<file path="src/hdl/assert_macros.svh">
// Assertion helpers used by the RTL top level of the camera basis block.
// No dependencies; define ASSERT_OFF to compile the checks away.
`ifndef ASSERT_MACROS_SVH
`define ASSERT_MACROS_SVH
`ifndef ASSERT_OFF
// Implication checked out of reset.
`define CB_ASSERT_IMP(lbl, clk, rstn, ante, cons) \
  lbl: assert property (@(posedge clk) disable iff (!rstn) (ante) |-> (cons)) \
    else $error("assertion failed");
// Next-cycle implication that also holds while reset is applied.
`define CB_ASSERT_NXT(lbl, clk, ante, cons) \
  lbl: assert property (@(posedge clk) (ante) |=> (cons)) \
    else $error("assertion failed");
`else
`define CB_ASSERT_IMP(lbl, clk, rstn, ante, cons)
`define CB_ASSERT_NXT(lbl, clk, ante, cons)
`endif
`endif

</file>
<file path="src/hdl/cbyp_pkg.sv">
// Shared types and constants for the camera basis block.
// No dependencies; used by every module in this folder.
package cbyp_pkg;
  localparam int VW           = 34;
  localparam int CORDIC_STEPS = 30;
  localparam int SQRT_STEPS   = 32;
  localparam int DIV_STEPS    = 31;

  typedef logic signed [VW-1:0] comp_t;
  typedef comp_t [2:0] vec_t;

  localparam comp_t CORDIC_GAIN = 34'sd652032874;

  // Register indexes of the configuration port.
  localparam logic [1:0] REG_UP_X = 2'd0;
  localparam logic [1:0] REG_UP_Y = 2'd1;
  localparam logic [1:0] REG_UP_Z = 2'd2;

  // Quadrant codes taken from the top two phase bits.
  localparam logic [1:0] QUAD_I   = 2'd0;
  localparam logic [1:0] QUAD_II  = 2'd1;
  localparam logic [1:0] QUAD_III = 2'd2;
  localparam logic [1:0] QUAD_IV  = 2'd3;

  typedef struct packed {
    comp_t      x;
    comp_t      y;
    comp_t      z;
    logic [1:0] quad;
  } rot_t;
  typedef rot_t [1:0] rot2_t;

  typedef struct packed {
    logic [31:0]       len;
    logic [2:0][31:0]  rem;
    logic [2:0][30:0]  nlow;
    logic [2:0][30:0]  quo;
  } div_t;

  // Arctangent of 2^-i in units of 2^-32 turn.
  function automatic comp_t atan_entry(input int idx);
    comp_t a;
    unique case (idx)
      0:  a = 34'sh20000000;
      1:  a = 34'sh12E4051E;
      2:  a = 34'sh09FB385B;
      3:  a = 34'sh051111D4;
      4:  a = 34'sh028B0D43;
      5:  a = 34'sh0145D7E1;
      6:  a = 34'sh00A2F61E;
      7:  a = 34'sh00517C55;
      8:  a = 34'sh0028BE53;
      9:  a = 34'sh00145F2F;
      10: a = 34'sh000A2F98;
      11: a = 34'sh000517CC;
      12: a = 34'sh00028BE6;
      13: a = 34'sh000145F3;
      14: a = 34'sh0000A2FA;
      15: a = 34'sh0000517D;
      16: a = 34'sh000028BE;
      17: a = 34'sh0000145F;
      18: a = 34'sh00000A30;
      19: a = 34'sh00000518;
      20: a = 34'sh0000028C;
      21: a = 34'sh00000146;
      22: a = 34'sh000000A3;
      23: a = 34'sh00000051;
      24: a = 34'sh00000029;
      25: a = 34'sh00000014;
      26: a = 34'sh0000000A;
      27: a = 34'sh00000005;
      28: a = 34'sh00000003;
      29: a = 34'sh00000001;
      default: a = '0;
    endcase
    return a;
  endfunction
endpackage

</file>
<file path="src/hdl/cbyp_cordic_cell.sv">
// One rotation step of the yaw and pitch CORDIC chains.
// Depends on cbyp_pkg.
module cbyp_cordic_cell #(
  parameter int STEP = 0
) (
  input  logic            clk,
  input  logic            rst_n,
  input  logic            vld_in,
  input  cbyp_pkg::rot2_t rot_in,
  output logic            vld_out,
  output cbyp_pkg::rot2_t rot_out
);
  import cbyp_pkg::*;

  localparam comp_t ANG = atan_entry(STEP);

  logic  vld_r;
  rot2_t rot_r;
  rot2_t rot_nxt;

  always_comb begin
    for (int a = 0; a < 2; a++) begin
      rot_nxt[a].quad = rot_in[a].quad;
      if (!rot_in[a].z[VW-1]) begin
        rot_nxt[a].x = $signed(rot_in[a].x) - ($signed(rot_in[a].y) >>> STEP);
        rot_nxt[a].y = $signed(rot_in[a].y) + ($signed(rot_in[a].x) >>> STEP);
        rot_nxt[a].z = $signed(rot_in[a].z) - ANG;
      end else begin
        rot_nxt[a].x = $signed(rot_in[a].x) + ($signed(rot_in[a].y) >>> STEP);
        rot_nxt[a].y = $signed(rot_in[a].y) - ($signed(rot_in[a].x) >>> STEP);
        rot_nxt[a].z = $signed(rot_in[a].z) + ANG;
      end
    end
  end

  always_ff @(posedge clk) begin
    if (!rst_n) begin
      vld_r <= 1'b0;
    end else begin
      vld_r <= vld_in;
    end
  end

  always_ff @(posedge clk) begin
    rot_r <= rot_nxt;
  end

  assign vld_out = vld_r;
  assign rot_out = rot_r;
endmodule

</file>
<file path="config.mk">
export PLATFORM = sky130hd
export DESIGN_NAME = cbyp_cordic_cell
export DESIGN_NICKNAME = d
export VERILOG_FILES = /design/src/hdl/assert_macros.svh /design/src/hdl/cbyp_pkg.sv /design/src/hdl/cbyp_cordic_cell.sv
export SDC_FILE = /design/constraint.sdc
export NUM_CORES = 1
export LEC_CHECK = 0
export BUFFER_PORTS_ARGS = -buffer_cell sky130_fd_sc_hd__clkbuf_2
export CORE_ASPECT_RATIO = 1.4
export CORE_MARGIN = 2
export CORE_UTILIZATION = 46
export CTS_BUF_LIST = sky130_fd_sc_hd__clkbuf_4
export DETAILED_ROUTE_END_ITERATION = 16
export PLACE_DENSITY = 0.74
export SYNTH_ARGS = -nofsm -noshare
export SYNTH_HDL_FRONTEND = slang
export SYNTH_SLANG_ARGS = --single-unit
</file>
<file path="constraint.sdc">
create_clock -name clk -period 3.5 [get_ports clk]
set_input_delay 0.175 -clock clk [delete_from_list [all_inputs] [get_ports clk]]
set_output_delay 0.175 -clock clk [all_outputs]
set_load 0.01 [all_outputs]
</file>
==> summary.md, run 1 <==
| Metric | Value |
|---|---|
| Required time of the critical path | 4.14 ns |
| CTS tree | yes |
| First-pass GRT wire length | 92880 um |
| Core Util, Final | 0.6137 |
| Fin nets | 3048 |
| Leading cell type in the layout, fill and taps excluded | clkbuf_2 |
| Core Rows | 80 |
| Reg power frac | 0.344 |
| RSZ-0062 raised after global routing | false |
| Number of enable flip-flop cells after synthesis | 0 |
| Static Leakage | 0.01036 uW |
| DR vias | 17320 |
| Ports | 420 |
| Final Cell Area | 20890 um^2 |
| DRT Pass-1 Iters | 7 |
| Die W | 161.0 um |
| CTS Root Cell | clkbuf_4 |
| YS warnings | 0 |
| Total CTS buffers | 53 |
| Routability congestion estimate | 0.9802 |
| Seq/Total Area, Yosys | 0.2611 |
| Avg WL per Cell | 19.71 um |
| Fin. Hold Viols | 0 |
| Synth Area in Simple Gates | 0.1349 |
| Adder and majority cell fraction of the synthesized area | 0.1709 |
| Finish-stage setup viols | 0 |
| Area grow syn2layout | 31.61% |
| Hold WC Path Type | primary input to register |
| Vias in the first global route | 17550 |
| Register clock-pin slew on the reported worst setup and hold paths | 0.07 ns |
| Fin Setup TNS | 0 ns |
| Post-synth ARST share | 0 |
| Largest net degree at the start of global routing | 93 |
| Peak Freq | 0.2915 GHz |
| Post-CTS setup buffer count | 0 |
| H-tree depth | 2 |
| Mapped Avg Cell Area | 7.950 um^2 |
| Minimum clock period after layout | 3.431 ns |
| Crit path max fanout | 4 |
| Period Utilization, post-route | 0.9803 |
| Area of the multi-input gates | 10430 um^2 |
| Net Sw Power | 3265 uW |
| Port bufs | 419 |
| Largest family of logic cells by synthesized area | compound AO/OA/AOI/OAI gates |
| Final WL | 61540 um |
| Most frequent cells in the layout | clkbuf_2 (418), a21oi_1 (241), dfxtp_1 (207) |
| Fill cell count | 3005 |
| Synth Register Bits | 207 |
| Share of cells above drive strength 1 | 0.2459 |
| CP Capture Type | register |
| Clock Path Buffers | 3 |
| FF/Latch Area | 4144 um^2 |
| Internal power | 5284 uW |
| Die footprint | 36020 um^2 |
| CP Launch Type | primary input |
| Status | complete, no violations |
| Mapped Area | 15870 um^2 |
| Antenna violations before repair | 3 |
| Fin. max-slew vios | 0 |
| Tightest Pin Transition | 1.032 ns |
| Starting Density | 0.4663 |
| Core Region | 34030 um^2 |
| Detail Placement HPWL | 48220 um |
| Crit path DAT | 4.07 ns |
| Final ANT Viol Nets | 0 |
| Slew margin rel. | 0.3117 |
| Synth unique cells | 83 |
| CTS sink cnt | 207 |
| Switch share | 0.3820 |
| MaxCap Viol Count | 0 |
| DRC violations left | 0 |
| Post-synthesis compound-gate area fraction | 0.2581 |
| DR vias/cell | 5.546 |
| Clock power frac | 0.253 |
| Combinational power share | 0.403 |
| Worst vdd ir | 0.2953 mV |
| Post-Synthesis Cells | 1996 |
| CP Class | primary input to register |
| Initial DRC count | 1106 |
| Synth Area in XOR/XNOR | 0.07341 |
| Pwr Density | 409.3 nW/um^2 |
| Syn Nets | 2419 |
| Chip height | 223.8 um |
| Final Power | 8549 uW |
| DP Area | 18940 um^2 |
| GRT overflow | 0 |
| Post-synthesis mux area share | 0.01892 |
| Total Routing Usage GR | 0.3275 |
| Most used DFF post-synth | dfxtp_1 |
## cells by family after synthesis
kind of cell / Yosys count
compound gates: 657
simple gates: 452
buf+inv: 305
fa+ha+maj: 212
flops: 207
xor+xnor: 133
mux: 30
## worst max-delay path: stages
cell and delay [ns]:
dlygate4sd3_1 0.54, clkbuf_2 0.13, ha_1 0.30, clkinv_1 0.14, nor4_1 0.56, nand4_1 0.23, nor3_1 0.25, buf_4 0.16
a211oi_1 0.08, a21oi_1 0.30, buf_4 0.19, a211oi_1 0.08, xnor2_1 0.14, dlygate4sd3_1 0.57, mux2i_1 0.21
## per-stage QoR
step / setup WS [ns] / hold WS, ns / cells
after floorplan: 0.7863 / 0.2027 / 1996
after global placement: -0.2805 / 0.2779 / 2898
after detailed placement: -0.2861 / 0.2789 / 2898
after CTS: 0.02032 / 0.003633 / 3119
after global routing: 0.01529 / 0.02887 / 3121
final: 0.06896 / 0.05350 / 3122
## power by group through the flow
stage | logic (uW) | registers [uW] | clock network (uW)
after detailed placement | 3230 | 2980 | 0
after global placement | 3220 | 2970 | 0
after floorplan | 1660 | 3170 | 0
after global routing | 3700 | 2970 | 2340
final | 3450 | 2940 | 2160
after CTS | 3390 | 2930 | 2220
## final timing paths
| path | depth (start not counted) | slack [ns] | from | end |
|---|---|---|---|---|
| setup / recovery | 15 | 0.07 | rot_in[90] | rot_out[103] |
| hold / removal | 4 | 0.05 | rot_in[140] | rot_out[175] |
## layout make-up
type                       instances  area share
timing repair buffer             664      0.2032
clock inverter                    31    0.008986
sequential                       207      0.1984
clock buffer                      67     0.02408
multi-input combinational       1484      0.4993
antenna                            3   0.0003595
tap                              451     0.02702
inverter                         215     0.03864
## per-layer routing
layer | global-route usage | part of all wire | up-vias
met2 | 0.6038 | 0.51 | 854
met4 | 0.2019 | 0.064 | 2
li1 | - | - | 8213
met1 | 0.3414 | 0.36 | 8025
met3 | 0.06036 | 0.070 | 222
met5 | 0 | 0.00016 | -
## Yosys cell counts (5+ instances only)
library cell,count,area [um^2]
a2111oi_0,5,43.79
a211oi_1,28,210.2
a21boi_0,14,105.1
a21o_1,44,330.3
a21oi_1,241,1206
a31oi_1,7,43.79
and2_1,6,37.54
and3_1,8,50.05
buf_1,15,56.30
buf_2,14,70.07
buf_6,7,78.83
clkbuf_1,42,157.7
clkbuf_8,8,110.1
clkinv_1,8,30.03
dfxtp_1,207,4144
fa_1,8,160.2
ha_1,204,2552
inv_1,206,773.2
mux2i_1,30,300.3
nand2_1,91,341.6
nand2b_1,9,56.30
nand3_1,26,130.1
nand3b_1,5,37.54
nand4_1,19,118.9
nor2_1,168,630.6
nor2b_1,27,168.9
nor3_1,40,200.2
nor4_1,20,125.1
o211ai_1,14,105.1
o21a_1,17,127.6
o21ai_0,144,720.7
o21bai_1,42,315.3
o22ai_1,8,50.05
o31ai_1,26,195.2
o41ai_1,6,52.55
or2_2,7,43.79
or3_1,12,75.07
xnor2_1,123,1077
xor2_1,10,87.58
## state kept, by name, summed over array words and instances, names as in the netlist
signal,count
rot_out,206
vld_out,1
## repair_timing
item | CTS | global route
endpoints found under the setup margin | 0 | 5
hold endpoints to repair | 116 | 0
hold buffers | 123 | 0
gates resized for setup | 0 | 5
(Power assumes the default switching activity.)
==> run 2, diff against run 1 <==
--- a/config.mk
+++ b/config.mk
@@ -12,6 +12,7 @@
 export CTS_BUF_LIST = sky130_fd_sc_hd__clkbuf_4
 export DETAILED_ROUTE_END_ITERATION = 16
 export PLACE_DENSITY = 0.74
+export RECOVER_POWER = 50
 export SYNTH_ARGS = -nofsm -noshare
 export SYNTH_HDL_FRONTEND = slang
 export SYNTH_SLANG_ARGS = --single-unit
==> summary.md, run 2 (synthesis gave the netlist of run 1 again) <==
| Metric | Value |
|---|---|
| Routability congestion estimate | 0.9802 |
| DR vias | 17260 |
| DRC violations left | 0 |
| Avg WL per Cell | 19.74 um |
| DRT Pass-1 Iters | 5 |
| Met2 Use GR | 0.6038 |
| Port bufs | 419 |
| Required time of the critical path | 4.13 ns |
| Total CTS buffers | 53 |
| Max FFs per register | 206 |
| Crit path max fanout | 4 |
| Leading cell type in the layout, fill and taps excluded | clkbuf_2 |
| CP Class | primary input to register |
| Initial DRC count | 1224 |
| CTS tree | yes |
| Ports | 420 |
| Starting Density | 0.4663 |
| Combinational power share | 0.399 |
| Peak Freq | 0.2886 GHz |
| Fin nets | 3048 |
| Crit path DAT | 4.10 ns |
| GRT busiest layer | met2 |
| Hold WC Path Type | primary input to register |
| Largest net degree at the start of global routing | 93 |
| Switch share | 0.3850 |
| Register clock-pin slew on the reported worst setup and hold paths | 0.07 ns |
| Violated checks | max-capacitance violations, max-slew violations |
| M1 GR Usage | 0.3414 |
| Worst vdd ir | 0.2940 mV |
| Period Utilization, post-route | 0.9900 |
| Post-CTS setup buffer count | 0 |
| GRT overflow | 0 |
| Finish-stage setup viols | 0 |
| Pwr Density | 409.7 nW/um^2 |
| Final WS setup | 0.03504 ns |
| Chip height | 223.8 um |
| H-tree depth | 2 |
| Area grow syn2layout | 30.43% |
| Clock power frac | 0.255 |
| Die footprint | 36020 um^2 |
| Final WL | 61630 um |
| Internal power | 5216 uW |
| Most frequent cells in the layout | clkbuf_2 (273), a21oi_1 (241), dfxtp_1 (207) |
| MaxCap Viol Count | 1 |
| Antenna violations before repair | 3 |
| Core Rows | 80 |
| Reg power frac | 0.346 |
| Slew margin rel. | -0.3495 |
| First-pass GRT wire length | 92880 um |
| Clock Path Buffers | 3 |
| Static Leakage | 0.009926 uW |
| Total Routing Usage GR | 0.3275 |
| Final ANT Viol Nets | 0 |
| CP Capture Type | register |
| CP Launch Type | primary input |
| Share of cells above drive strength 1 | 0.1908 |
| CTS sink cnt | 207 |
| Fin. Hold Viols | 0 |
| Core Util, Final | 0.6082 |
| Fin. max-slew vios | 93 |
| Detail Placement HPWL | 48220 um |
| Tightest Pin Transition | 2.024 ns |
| Core Region | 34030 um^2 |
| Net Sw Power | 3265 uW |
| Minimum clock period after layout | 3.465 ns |
| Final Cell Area | 20700 um^2 |
| Die W | 161.0 um |
| RSZ-0062 raised after global routing | false |
| CTS Root Cell | clkbuf_4 |
| Met3 usage in global routing | 0.06036 |
| DP Area | 18940 um^2 |
| Setup WS pre-CTS | -0.2861 ns |
| Hold_ws | 0.05875 ns |
| Vias in the first global route | 17550 |
| DR vias/cell | 5.529 |
| Status | complete, but fails checks |
[run 2: power groups by stage]
stage	clock [uW]	sequential (uW)	combinational, uW
final	2160	2930	3380
after floorplan	0	3170	1660
after CTS	2220	2930	3390
after global placement	0	2970	3220
after detailed placement	0	2980	3230
after global routing	2340	2970	3630
[run 2: worst max-delay path, cell delays in order]
cell	delay, ns
dlygate4sd3_1	0.54
clkbuf_2	0.13
ha_1	0.30
clkinv_1	0.14
nor4_1	0.58
nand4_1	0.22
nor3_1	0.25
buf_4	0.16
a211oi_1	0.08
a21oi_1	0.31
buf_4	0.19
a211oi_1	0.08
xnor2_1	0.14
dlygate4sd3_1	0.57
mux2i_1	0.21
[run 2: per-stage QoR]
stage / std cells / total power, uW / setup TNS [ns]
finish: 3122 / 8481 / 0
global route: 3121 / 8933 / 0
CTS: 3119 / 8541 / 0
detailed placement: 2898 / 6211 / -0.8658
global placement: 2898 / 6195 / -0.8813
floorplan: 1996 / 4836 / 0
[run 2: path summary, 6_finish.rpt]
path	from	cells past startpoint	slack, ns	endpoint
worst max-delay path	rot_in[90]	15	0.04	rot_out[103]
worst min-delay path	rot_in[140]	4	0.06	rot_out[175]
[run 2: metal layers]
layer / wire length, um / vias up
met5: 10 / -
li1: - / 8212
met3: 4160 / 219
met1: 22390 / 8011
met2: 31120 / 817
met4: 3948 / 2
[run 2: cell type report]
class | count | area, um^2
multi-input cells | 1484 | 10430
well taps | 451 | 564.3
clock buffers | 67 | 503.0
flip-flops and latches | 207 | 4144
diodes | 3 | 7.507
clock inverters | 31 | 187.7
inverters | 215 | 807.0
fillers | 3112 | 13330
repair buffers | 664 | 4058
[run 2: what timing repair did]
| item | 4_1_cts | 5_1_grt |
|---|---|---|
| hold buffers | 123 | 0 |
| hold endpoints to repair | 116 | 0 |
| setup endpoints to repair | 0 | 5 |
| gates resized for setup | 0 | 5 |
